===== src/hdl/mer_pkg.sv =====
// Shared types and codes of the midpoint ellipse rasterizer.
// Used by mer_ctrl, mer_datapath, the top level and mer_checker; no dependencies.
`timescale 1ns / 1ps

package mer_pkg;

	localparam int INK_BITS = 8;

	localparam logic REQ_START = 1'b0;
	localparam logic REQ_NEXT  = 1'b1;

	typedef enum logic [4:0] {
		ST_IDLE,
		ST_INIT0,
		ST_INIT1,
		ST_INIT2,
		ST_INIT3,
		ST_STEP1,
		ST_STEP2,
		ST_UPD,
		ST_R2_0,
		ST_R2_1,
		ST_R2_2,
		ST_R2_3,
		ST_R2_4,
		ST_R2_5,
		ST_R2_6,
		ST_R2_7,
		ST_FIN,
		ST_EMIT
	} mer_state_t;

	// multiplier operand pairs
	typedef enum logic [2:0] {
		MUL_AA,
		MUL_BB,
		MUL_A2B,
		MUL_BX,
		MUL_PP,
		MUL_BT,
		MUL_AY,
		MUL_AB
	} mul_sel_t;

	typedef enum logic [3:0] {
		OP_NONE,
		OP_LOAD_START,
		OP_SAVE_A2,
		OP_SAVE_B2,
		OP_SEED,
		OP_STEP_R1,
		OP_STEP_R2,
		OP_ACC_UPD,
		OP_SAVE_T,
		OP_ACC_LOAD,
		OP_ACC_ADD,
		OP_ENTER_R2,
		OP_STOP
	} dp_op_t;

	typedef struct packed {
		dp_op_t     op;
		logic       mul_en;
		mul_sel_t   mul_sel;
		logic       out_load;
		logic       out_fin;
		logic [1:0] out_idx;
	} dp_cmd_t;

	typedef struct packed {
		logic drawing;
		logic region2;
		logic y_zero;
		logic gx_lt_gy;
		logic out_last;
	} dp_stat_t;

endpackage


===== src/hdl/mer_datapath.sv =====
// Datapath: ellipse state, shared multiplier, decision accumulator, result register.
// Depends on mer_pkg; driven by mer_ctrl commands.
`timescale 1ns / 1ps

module mer_datapath import mer_pkg::*; #(
	parameter int AXIS_BITS  = 10,
	parameter int COORD_BITS = 12
) (
	input  logic                         clk,
	input  logic                         arst_n,
	input  dp_cmd_t                      cmd,
	input  logic signed [COORD_BITS-1:0] center_x,
	input  logic signed [COORD_BITS-1:0] center_y,
	input  logic [AXIS_BITS-1:0]         semi_axis_x,
	input  logic [AXIS_BITS-1:0]         semi_axis_y,
	input  logic [INK_BITS-1:0]          ink,
	output dp_stat_t                     stat,
	output logic signed [COORD_BITS:0]   pixel_x,
	output logic signed [COORD_BITS:0]   pixel_y,
	output logic [INK_BITS-1:0]          pixel_ink,
	output logic                         pixel_valid,
	output logic                         step_last,
	output logic                         finished
);

	localparam int AW  = AXIS_BITS;
	localparam int MW  = 2 * AW;
	localparam int PRW = 4 * AW;
	localparam int GW  = 3 * AW + 2;
	localparam int KW  = 2 * AW + 4;
	localparam int KTW = 3 * AW + 3;
	localparam int DW  = 4 * AW + 6;
	localparam int PW  = COORD_BITS + 1;

	logic [AW-1:0]                a_q, b_q, x_q, y_q;
	logic [MW-1:0]                a2_q, b2_q, t_q;
	logic [PRW-1:0]               prod_q;
	logic [GW-1:0]                gx_q, gy_q, gyterm_q;
	logic [KW-1:0]                k1_q, k2_q, k3_q, k4_q;
	logic [KTW-1:0]               kterm_q;
	logic signed [DW-1:0]         d_q;
	logic signed [COORD_BITS-1:0] cx_q, cy_q;
	logic [INK_BITS-1:0]          ink_q;
	logic                         drawing_q, region2_q;

	logic signed [PW-1:0] out_x_q, out_y_q;
	logic [INK_BITS-1:0]  out_ink_q;
	logic                 out_pv_q, out_last_q, out_fin_q;

	logic [MW-1:0] mul_a, mul_b;
	logic [AW-1:0] ty;
	logic [GW-1:0] gx_step, gy_step;
	logic [MW:0]   rnd_a, rnd_b;
	logic [KW-1:0] k1_new, k3_new;
	logic          d_neg;
	logic signed [PW-1:0] cx_ext, cy_ext, x_ext, y_ext;

	assign ty      = (y_q == '0) ? AW'(1) : y_q - AW'(1);
	assign gx_step = gx_q + GW'({b2_q, 1'b0});
	assign gy_step = gy_q - GW'({a2_q, 1'b0});
	assign rnd_a   = ({1'b0, a2_q} + (MW+1)'(2)) >> 2;
	assign rnd_b   = ({1'b0, b2_q} + (MW+1)'(2)) >> 2;
	assign k1_new  = KW'({b2_q, 2'b00}) + KW'(b2_q);
	assign k3_new  = KW'({a2_q, 2'b00}) + KW'(a2_q);
	assign d_neg   = d_q[DW-1];

	assign cx_ext = PW'(cx_q);
	assign cy_ext = PW'(cy_q);
	assign x_ext  = PW'(x_q);
	assign y_ext  = PW'(y_q);

	always_comb begin
		unique case (cmd.mul_sel)
			MUL_AA:  begin mul_a = MW'(a_q);           mul_b = MW'(a_q); end
			MUL_BB:  begin mul_a = MW'(b_q);           mul_b = MW'(b_q); end
			MUL_A2B: begin mul_a = a2_q;               mul_b = MW'(b_q); end
			MUL_BX:  begin mul_a = MW'(b_q);           mul_b = MW'(x_q); end
			MUL_PP:  begin mul_a = prod_q[MW-1:0];     mul_b = prod_q[MW-1:0]; end
			MUL_BT:  begin mul_a = MW'(b_q);           mul_b = t_q; end
			MUL_AY:  begin mul_a = MW'(a_q);           mul_b = MW'(ty); end
			MUL_AB:  begin mul_a = MW'(a_q);           mul_b = MW'(b_q); end
			default: begin mul_a = '0;                 mul_b = '0; end
		endcase
	end

	always_ff @(posedge clk or negedge arst_n) begin
		if (!arst_n) begin
			drawing_q <= 1'b0;
			region2_q <= 1'b0;
		end else begin
			unique case (cmd.op)
				OP_LOAD_START: begin
					drawing_q <= 1'b1;
					region2_q <= 1'b0;
				end
				OP_ENTER_R2: region2_q <= 1'b1;
				OP_STOP:     drawing_q <= 1'b0;
				default: ;
			endcase
		end
	end

	always_ff @(posedge clk) begin
		if (cmd.mul_en)
			prod_q <= PRW'(mul_a) * PRW'(mul_b);

		unique case (cmd.op)
			OP_LOAD_START: begin
				a_q   <= semi_axis_x;
				b_q   <= semi_axis_y;
				cx_q  <= center_x;
				cy_q  <= center_y;
				ink_q <= ink;
				x_q   <= '0;
				y_q   <= semi_axis_y;
				gx_q  <= '0;
			end
			OP_SAVE_A2: a2_q <= prod_q[MW-1:0];
			OP_SAVE_B2: b2_q <= prod_q[MW-1:0];
			OP_SEED: begin
				gy_q <= {prod_q[GW-2:0], 1'b0};
				d_q  <= DW'(b2_q) - DW'(prod_q) + DW'(rnd_a);
				k1_q <= k1_new;
				k2_q <= k1_new + KW'({a2_q, 2'b00});
				k3_q <= k3_new;
				k4_q <= k3_new + KW'({b2_q, 2'b00});
			end
			OP_STEP_R1: begin
				x_q  <= x_q + AW'(1);
				gx_q <= gx_step;
				if (d_neg) begin
					kterm_q  <= KTW'(gx_q) + KTW'(k1_q);
					gyterm_q <= '0;
				end else begin
					y_q      <= y_q - AW'(1);
					gy_q     <= gy_step;
					kterm_q  <= KTW'(gx_q) + KTW'(k2_q);
					gyterm_q <= gy_q;
				end
			end
			OP_STEP_R2: begin
				y_q      <= y_q - AW'(1);
				gy_q     <= gy_step;
				gyterm_q <= gy_q;
				if (!d_neg) begin
					kterm_q <= KTW'(k3_q);
				end else begin
					x_q     <= x_q + AW'(1);
					gx_q    <= gx_step;
					kterm_q <= KTW'(gx_q) + KTW'(k4_q);
				end
			end
			OP_ACC_UPD:  d_q <= d_q + DW'(kterm_q) - DW'(gyterm_q);
			OP_SAVE_T:   t_q <= prod_q[MW-1:0];
			OP_ACC_LOAD: d_q <= DW'(prod_q) + DW'(rnd_b);
			OP_ACC_ADD:  d_q <= d_q + DW'(prod_q);
			OP_ENTER_R2: d_q <= d_q - DW'(prod_q);
			default: ;
		endcase

		if (cmd.out_load) begin
			if (cmd.out_fin) begin
				out_x_q    <= '0;
				out_y_q    <= '0;
				out_ink_q  <= '0;
				out_pv_q   <= 1'b0;
				out_last_q <= 1'b1;
				out_fin_q  <= 1'b1;
			end else begin
				out_x_q    <= cmd.out_idx[0] ? cx_ext - x_ext : cx_ext + x_ext;
				out_y_q    <= cmd.out_idx[1] ? cy_ext - y_ext : cy_ext + y_ext;
				out_ink_q  <= ink_q;
				out_pv_q   <= 1'b1;
				out_last_q <= (cmd.out_idx == 2'd3);
				out_fin_q  <= 1'b0;
			end
		end
	end

	assign stat.drawing  = drawing_q;
	assign stat.region2  = region2_q;
	assign stat.y_zero   = (y_q == '0);
	assign stat.gx_lt_gy = (gx_q < gy_q);
	assign stat.out_last = out_last_q;

	assign pixel_x     = out_x_q;
	assign pixel_y     = out_y_q;
	assign pixel_ink   = out_ink_q;
	assign pixel_valid = out_pv_q;
	assign step_last   = out_last_q;
	assign finished    = out_fin_q;

endmodule


===== src/hdl/mer_ctrl.sv =====
// Controller state machine: sequences start seeding, steps, region switch and result output.
// Depends on mer_pkg; commands mer_datapath.
`timescale 1ns / 1ps

module mer_ctrl import mer_pkg::*; (
	input  logic     clk,
	input  logic     arst_n,
	input  logic     req_valid,
	input  logic     req_type,
	input  logic     res_stall,
	input  dp_stat_t stat,
	output logic     req_stall,
	output logic     res_valid,
	output dp_cmd_t  cmd
);

	mer_state_t state_q, state_nx;
	logic [1:0] idx_q;
	logic       req_fire;

	assign req_fire  = req_valid && (state_q == ST_IDLE);
	assign req_stall = (state_q != ST_IDLE);
	assign res_valid = (state_q == ST_EMIT);

	always_comb begin
		state_nx = state_q;
		unique case (state_q)
			ST_IDLE: begin
				if (req_fire) begin
					if (req_type == REQ_START)
						state_nx = ST_INIT0;
					else if (!stat.drawing)
						state_nx = ST_FIN;
					else if (stat.region2)
						state_nx = stat.y_zero ? ST_FIN : ST_STEP2;
					else
						state_nx = stat.gx_lt_gy ? ST_STEP1 : ST_R2_0;
				end
			end
			ST_INIT0: state_nx = ST_INIT1;
			ST_INIT1: state_nx = ST_INIT2;
			ST_INIT2: state_nx = ST_INIT3;
			ST_INIT3: state_nx = ST_EMIT;
			ST_STEP1: state_nx = ST_UPD;
			ST_STEP2: state_nx = ST_UPD;
			ST_UPD:   state_nx = ST_EMIT;
			ST_R2_0:  state_nx = ST_R2_1;
			ST_R2_1:  state_nx = ST_R2_2;
			ST_R2_2:  state_nx = ST_R2_3;
			ST_R2_3:  state_nx = ST_R2_4;
			ST_R2_4:  state_nx = ST_R2_5;
			ST_R2_5:  state_nx = ST_R2_6;
			ST_R2_6:  state_nx = ST_R2_7;
			ST_R2_7:  state_nx = stat.y_zero ? ST_FIN : ST_STEP2;
			ST_FIN:   state_nx = ST_EMIT;
			ST_EMIT: begin
				if (!res_stall && stat.out_last)
					state_nx = ST_IDLE;
			end
			default:  state_nx = ST_IDLE;
		endcase
	end

	always_comb begin
		cmd          = '0;
		cmd.op       = OP_NONE;
		cmd.mul_sel  = MUL_AA;
		unique case (state_q)
			ST_IDLE: begin
				if (req_fire && req_type == REQ_START)
					cmd.op = OP_LOAD_START;
			end
			ST_INIT0: begin
				cmd.mul_en  = 1'b1;
				cmd.mul_sel = MUL_AA;
			end
			ST_INIT1: begin
				cmd.op      = OP_SAVE_A2;
				cmd.mul_en  = 1'b1;
				cmd.mul_sel = MUL_BB;
			end
			ST_INIT2: begin
				cmd.op      = OP_SAVE_B2;
				cmd.mul_en  = 1'b1;
				cmd.mul_sel = MUL_A2B;
			end
			ST_INIT3: begin
				cmd.op       = OP_SEED;
				cmd.out_load = 1'b1;
			end
			ST_STEP1: cmd.op = OP_STEP_R1;
			ST_STEP2: cmd.op = OP_STEP_R2;
			ST_UPD: begin
				cmd.op       = OP_ACC_UPD;
				cmd.out_load = 1'b1;
			end
			ST_R2_0: begin
				cmd.mul_en  = 1'b1;
				cmd.mul_sel = MUL_BX;
			end
			ST_R2_1: begin
				cmd.op      = OP_SAVE_T;
				cmd.mul_en  = 1'b1;
				cmd.mul_sel = MUL_PP;
			end
			ST_R2_2: begin
				cmd.op      = OP_ACC_LOAD;
				cmd.mul_en  = 1'b1;
				cmd.mul_sel = MUL_BT;
			end
			ST_R2_3: begin
				cmd.op      = OP_ACC_ADD;
				cmd.mul_en  = 1'b1;
				cmd.mul_sel = MUL_AY;
			end
			ST_R2_4: begin
				cmd.mul_en  = 1'b1;
				cmd.mul_sel = MUL_PP;
			end
			ST_R2_5: begin
				cmd.op      = OP_ACC_ADD;
				cmd.mul_en  = 1'b1;
				cmd.mul_sel = MUL_AB;
			end
			ST_R2_6: begin
				cmd.mul_en  = 1'b1;
				cmd.mul_sel = MUL_PP;
			end
			ST_R2_7: cmd.op = OP_ENTER_R2;
			ST_FIN: begin
				cmd.op       = OP_STOP;
				cmd.out_load = 1'b1;
				cmd.out_fin  = 1'b1;
			end
			ST_EMIT: begin
				if (!res_stall && !stat.out_last) begin
					cmd.out_load = 1'b1;
					cmd.out_idx  = idx_q + 2'd1;
				end
			end
			default: ;
		endcase
	end

	always_ff @(posedge clk or negedge arst_n) begin
		if (!arst_n) begin
			state_q <= ST_IDLE;
			idx_q   <= '0;
		end else begin
			state_q <= state_nx;
			if (cmd.out_load)
				idx_q <= cmd.out_idx;
		end
	end

endmodule


===== src/hdl/midpoint_ellipse_rasterizer_unit.sv =====
// Top level of the midpoint ellipse rasterizer: controller plus datapath.
// Depends on mer_pkg, mer_ctrl and mer_datapath.
`timescale 1ns / 1ps

// Usage:
//   Request channel (req_valid / req_stall): req_type 0 starts an ellipse from
//   center_x, center_y, semi_axis_x, semi_axis_y and ink; req_type 1 asks for
//   the next point. A request is taken only while req_stall is low, which is
//   the case only when the block is idle.
//   Result channel (res_valid / res_stall): each point gives four pixels in the
//   order (+x,+y), (-x,+y), (+x,-y), (-x,-y), one per cycle while res_stall is
//   low; step_last marks the fourth. A next request after the last point gives
//   one finished marker. A start runs the seeding states INIT0 to INIT3 before
//   its first result; a normal step runs the step/update pair and then the four
//   results of the single output register; a region switch first runs states
//   R2_0 to R2_7 with the shared multiplier; a finished marker runs state FIN.
//   res_stall holds the current result and the sequencer; nothing is dropped.
//   Reset leaves the block idle with no ellipse loaded; a next request then
//   gives the finished marker.
module midpoint_ellipse_rasterizer_unit import mer_pkg::*; #(
	parameter int AXIS_BITS  = 10,
	parameter int COORD_BITS = 12
) (
	input  logic                         clk,
	input  logic                         arst_n,
	input  logic                         req_valid,
	output logic                         req_stall,
	input  logic                         req_type,
	input  logic signed [COORD_BITS-1:0] center_x,
	input  logic signed [COORD_BITS-1:0] center_y,
	input  logic [AXIS_BITS-1:0]         semi_axis_x,
	input  logic [AXIS_BITS-1:0]         semi_axis_y,
	input  logic [INK_BITS-1:0]          ink,
	output logic                         res_valid,
	input  logic                         res_stall,
	output logic signed [COORD_BITS:0]   pixel_x,
	output logic signed [COORD_BITS:0]   pixel_y,
	output logic [INK_BITS-1:0]          pixel_ink,
	output logic                         pixel_valid,
	output logic                         step_last,
	output logic                         finished
);

	dp_cmd_t  cmd;
	dp_stat_t stat;

	mer_ctrl u_ctrl (
		.clk       (clk),
		.arst_n    (arst_n),
		.req_valid (req_valid),
		.req_type  (req_type),
		.res_stall (res_stall),
		.stat      (stat),
		.req_stall (req_stall),
		.res_valid (res_valid),
		.cmd       (cmd)
	);

	mer_datapath #(
		.AXIS_BITS  (AXIS_BITS),
		.COORD_BITS (COORD_BITS)
	) u_dp (
		.clk         (clk),
		.arst_n      (arst_n),
		.cmd         (cmd),
		.center_x    (center_x),
		.center_y    (center_y),
		.semi_axis_x (semi_axis_x),
		.semi_axis_y (semi_axis_y),
		.ink         (ink),
		.stat        (stat),
		.pixel_x     (pixel_x),
		.pixel_y     (pixel_y),
		.pixel_ink   (pixel_ink),
		.pixel_valid (pixel_valid),
		.step_last   (step_last),
		.finished    (finished)
	);

endmodule


===== config.mk =====
export PLATFORM = sky130hd
export DESIGN_NAME = midpoint_ellipse_rasterizer_unit
export DESIGN_NICKNAME = d
export VERILOG_FILES = /design/src/hdl/mer_pkg.sv /design/src/hdl/mer_datapath.sv /design/src/hdl/mer_ctrl.sv /design/src/hdl/midpoint_ellipse_rasterizer_unit.sv
export SDC_FILE = /design/constraint.sdc
export NUM_CORES = 2
export LEC_CHECK = 0
export BUFFER_PORTS_ARGS = -buffer_cell sky130_fd_sc_hd__buf_2
export CORE_MARGIN = 1.5
export CORE_UTILIZATION = 64
export CTS_CLUSTER_DIAMETER = 200
export DETAILED_ROUTE_END_ITERATION = 8
export PLACE_DENSITY = 0.87
export SETUP_SLACK_MARGIN = 0.02
export SYNTH_ARGS = -nofsm -noshare
export SYNTH_HDL_FRONTEND = slang
export SYNTH_HIERARCHICAL = 1
export SYNTH_SLANG_ARGS = --single-unit

===== constraint.sdc =====
create_clock -name clk -period 11.36 [get_ports clk]
set_input_delay 0.568 -clock clk [delete_from_list [all_inputs] [get_ports clk]]
set_output_delay 0.568 -clock clk [all_outputs]
set_load 0.02 [all_outputs]

## Yosys cells after proc, flatten, opt, wreduce, memory -nomap -nowiden

Cells that the tools add are included.

- Flip-flop bits (word level): 489
- Output and inout port bits: 39
- Logic and storage cells: 165

- Add/sub/neg operators: 25
- Multipliers: 1
- Order comparisons: 1
- Eq/ne operators: 41
- Multiplexer cells: 39
- Bitwise logic cells: 1
- Reductions and logical operators: 27

Operators with widths:

| operator | count |
|---|---|
| $pmux 46 s5 | 1 |
| $pmux 32 s3 | 2 |
| $pmux 20 s6 | 1 |
| $add 32x24->33 | 3 |
| $mux 32 | 3 |
| $pmux 20 s4 | 1 |
| $pmux 5 s15 | 1 |
| $mux 33 | 2 |
| $pmux 33 s2 | 1 |
| $pmux 32 s2 | 1 |
| $pmux 10 s3 | 2 |
| $add 24x22->24 | 2 |
| $pmux 4 s12 | 1 |
| $add 22x20->23 | 2 |
| $add 46x19->46 | 1 |
| $add 46x33->46 | 1 |
| $add 46x40->46 | 1 |
| $sub 46x32->46 | 1 |
| $sub 46x40->46 | 1 |
| $add 20x2->21 const B | 2 |
| $add 40x19->41 | 1 |
| $sub 20x40->41 | 1 |
| $eq 5x4->1 const B | 8 |
| $mul 20x20->40 | 1 |
| other kinds (42) | 94 |

## Longest topological paths before layout

- Depth after elaboration: 8
- Gate-level depth with buffers: 43

## Hierarchy

Netlist, hierarchy kept.

Modules (own cells, without submodules):

| module | instances | cells an instance | area each (um^2) | sequential area each (um^2) |
|---|---|---|---|---|
| mer_datapath | 1 | 5,660 | 51,529.4 | 14,193.6 |
| mer_ctrl | 1 | 98 | 730.7 | 175.2 |

## Least setup slack after synthesis

OpenSTA, ideal clock, no wires.

- Kind: register -> register
- Start point: register u_ctrl.state_q[2]
- End point: register u_dp.d_q[0], enable pin
- Setup time: 0.383 ns
- Arrival: 9.067 ns
- Data required time: 10.977 ns
- Setup slack: 1.910 ns
- Cell stages (with the launch flop): 8
- Path buffers: 2
- Period minus slack after synthesis: 9.450 ns
- Cells stage by stage: dfrtp_1 buf_6 or4b_4 a21oi_2 clkbuf_1 nand2b_1 nor3_1 or2_2

RTL lines:

| element | line | RTL |
|---|---|---|
| start: declaration | mer_ctrl.sv:17 | `mer_state_t state_q, state_nx;` |
| start signal: assignment | mer_ctrl.sv:150 | `state_q <= state_nx;` |
| end signal: assignment | mer_datapath.sv:122 | `d_q <= DW'(b2_q) - DW'(prod_q) + DW'(rnd_a);` |
| end signal: assignment | mer_datapath.sv:153 | `OP_ACC_UPD: d_q <= d_q + DW'(kterm_q) - DW'(gyterm_q);` |
| end signal: assignment | mer_datapath.sv:155 | `OP_ACC_LOAD: d_q <= DW'(prod_q) + DW'(rnd_b);` |
| end: declaration | mer_datapath.sv:41 | `logic signed [DW-1:0] d_q;` |

==> out/metrics.cfg <==
[placed_design]
placed_cell_area_mm2 = 0.0539
port_buffers = 95
dp_hpwl_mm = 115
gp_congestion = 0.975

[layout]
synthToLayoutAreaGrowth_pct = 6.53
drive_gt1_share_pct = 5.65
final_util_pct = 69.0
final_nets = 6725
n_fill_cell = 6143
final_cell_area_mm2 = 0.0557
layout_commonest_cell = inv_1
final_cell_mix = inv_1 (744), ha_1 (521), nand2_1 (495)

[floorplanning]
initial_core_util_pct = 64.8
dieHeight_um = 289
die-area_mm2 = 0.0834
core.rowCount = 104
core_area_mm2 = 0.0807
ios = 96
die_w_um = 289

[outcome]
outcome = complete, no violations

[yosys]
synthFlopType = edfxtp_1
ys_seq_area_share_pct = 27.5
yosysUniqueCellTypes = 92
yosys_register_bits = 480
syn-instance-count = 5758
syn-num-nets = 6701
netlist_area_mm2 = 0.0523
yosysWarnings = 6
ys_async_sr_fraction_pct = 1.88
avgSynthCellArea_um2 = 9.08
synth_edf_count = 471

[cts]
cts_buffers = 54
cts_tree = done
cts_max_level = 2
clk_pin_slew_ns = 0.06
cts_sinks = 480
post_cts_resized = 0
clockBufferDepth = 3
cts-root-buf = clkbuf_16
clock_latency_ns = 0.63

[global_routing]
grt_util_met2_pct = 58.8
grtUsageTotal_pct = 35.5
overflow = 0
globalRouteMet3Util_pct = 5.41
grt_max_degree = 87
grt_pass1_wl_mm = 232
grt_pass1_vias = 44000
antenna_found_initial = 4
grt.met1_usage_pct = 46.7
grt.busiest_layer = met2

[timing]
finalCriticalPeriod_ns = 10.59
max_freq_mhz = 94.4
hold_viol_final = 0
fin_crit_sh_pct = 93.2
relSlewSlack_pct = 13.4
tightest_slew_ns = 1.27
final_max_slew_viol_count = 0
finalSetupTns_ns = 0
setup_viol = 0
clock_skew_ns = 0.0459
grt_setup_unrepaired = false

[critical_path]
path_max_fanout = 18
start_kind = register
cp_common_cell = inv_1
worstPathArrival_ns = 10.93
crit_slowest_cell = dfrtp_1
cp_num_buf_inv = 7
path_class = register to register
cpPeakStageDelay_ns = 0.72
critPathTopFamily = adder cells
end_kind = register
cp.required_ns = 11.70

[hold_path]
hp-class = input pin to register

[job]
maxCapViolations = 0

[detailed_routing]
wl_per_cell_um = 21.4
drcViolationCount = 0
first_pass_iters = 7
ant_nets = 0
drt_iter0_drc = 4323
via_per_inst = 6.35
wl_mm = 148
via_count = 43700

[worst register-to-register path, delay by kind of cell (launching register included)]
kind	cells	cell delay (ns)
AOI/OAI and AO/OA	13	3.16
and+or+nand+nor	6	2.19
xor gates and xnor gates	1	0.09
DFF	1	0.72
buffers and inverters	7	0.79
adders and majority gates	8	3.39
[metal layers]
metal / part of all wire, % / vias to the layer above / wire length, um
met5: 0 / - / 0
met4: 4.2 / 0 / 6200
met3: 9.8 / 440 / 14400
met2: 47 / 2363 / 68800
met1: 39 / 21000 / 58200
li1: - / 20000 / -
[sequential cells by signal (all words and copies together) (netlist names), 8 cells and up]
name            count
u_dp/k3_q          21
u_dp/pixel_x       13
u_dp/a_q           10
u_dp/b_q           10
u_dp/x_q           10
u_dp/cy_q          12
u_dp/gy_q          31
u_dp/kterm_q       33
u_dp/gyterm_q      31
u_dp/prod_q        40
u_dp/k4_q          24
u_dp/gx_q          31
u_dp/ink_q          8
u_dp/pixel_ink      8
u_dp/b2_q          20
u_dp/k2_q          24
u_dp/cx_q          12
u_dp/t_q           20
u_dp/y_q           10
u_dp/k1_q          21
u_dp/d_q           46
u_dp/pixel_y       13
u_dp/a2_q          20
[cell usage after synthesis (28+ instances only)]
library cell / instances / area [um2]
nand4_1: 46 / 288
o21ai_0: 266 / 1330
nand2_1: 496 / 1860
nor3_1: 110 / 551
o21bai_1: 37 / 278
o21a_1: 48 / 360
a21oi_1: 398 / 1990
o22ai_1: 43 / 269
a21o_1: 174 / 1310
or3_1: 35 / 219
nand2b_1: 81 / 507
a211oi_1: 36 / 270
o211ai_1: 28 / 210
xor2_1: 151 / 1320
nor2_1: 493 / 1850
clkbuf_1: 167 / 627
nand3_1: 113 / 566
and3_1: 47 / 294
a31oi_1: 47 / 294
ha_1: 521 / 6520
and2_1: 41 / 257
inv_1: 745 / 2800
edfxtp_1: 471 / 14100
xnor2_1: 335 / 2930
nor2b_1: 73 / 457
fa_1: 365 / 7310
[per-stage QoR]
step           hold WS [ns]  worst slack (ns)  std cells
6_report              0.125             0.772       6885
5_1_grt               0.105             0.266       6884
4_1_cts               0.107              1.11       6881
3_5_place_dp          0.431              1.15       6785
3_3_place_gp          0.440              1.50       6785
2_1_floorplan         0.272              1.91       5758
[area by class of cell]
type,instances,area (um2),share of cell area [%]
Sequential cell,480,14400,25.8
Multi-Input combinational cell,4342,34400,61.9
Antenna cell,4,10.0,0.0180
Tap cell,1060,1330,2.38
Clock inverter,35,355,0.638
Inverter,745,2800,5.03
Clock buffer,60,1420,2.54
Timing Repair Buffer,159,958,1.72
[worst paths after layout]
check | start | to | slack (ns) | depth (start not counted)
min in group asynchronous | arst_n | u_ctrl/state_q[3] | 0.36 | 2
max in group asynchronous | arst_n | u_ctrl/idx_q[0] | 10.82 | 2
min reg2reg | u_dp/k4_q[0] | u_dp/kterm_q[0] | 0.51 | 2
min | center_x[0] | u_dp/cx_q[0] | 0.13 | 1
max reg2reg | u_ctrl/state_q[3] | u_dp/prod_q[38] | 0.77 | 35
max | u_ctrl/state_q[3] | u_dp/prod_q[38] | 0.77 | 35
[timing repair]
action,CTS,global route
buffers inserted,0,0
hold buffers,1,0
endpoints found under the hold margin,9,0
[kinds of logic (layout without fill, tap and decap cells)]
logic type | Yosys count | after routing | share of synthesized area [%]
buffers and inverters | 936 | 999 | 6.80
XOR/XNOR | 486 | 486 | 8.14
flip-flops | 480 | 480 | 27.5
other | 0 | 4 | 0
adder cells (fa/ha/maj) | 887 | 887 | 26.5
multiplexers | 42 | 42 | 0.857
AO/OA/AOI/OAI | 1306 | 1306 | 15.9
AND/OR/NAND/NOR | 1621 | 1621 | 14.3
Power is not shown: default switching activity piles up to over one toggle a cycle in this logic, so the estimate is an artifact.
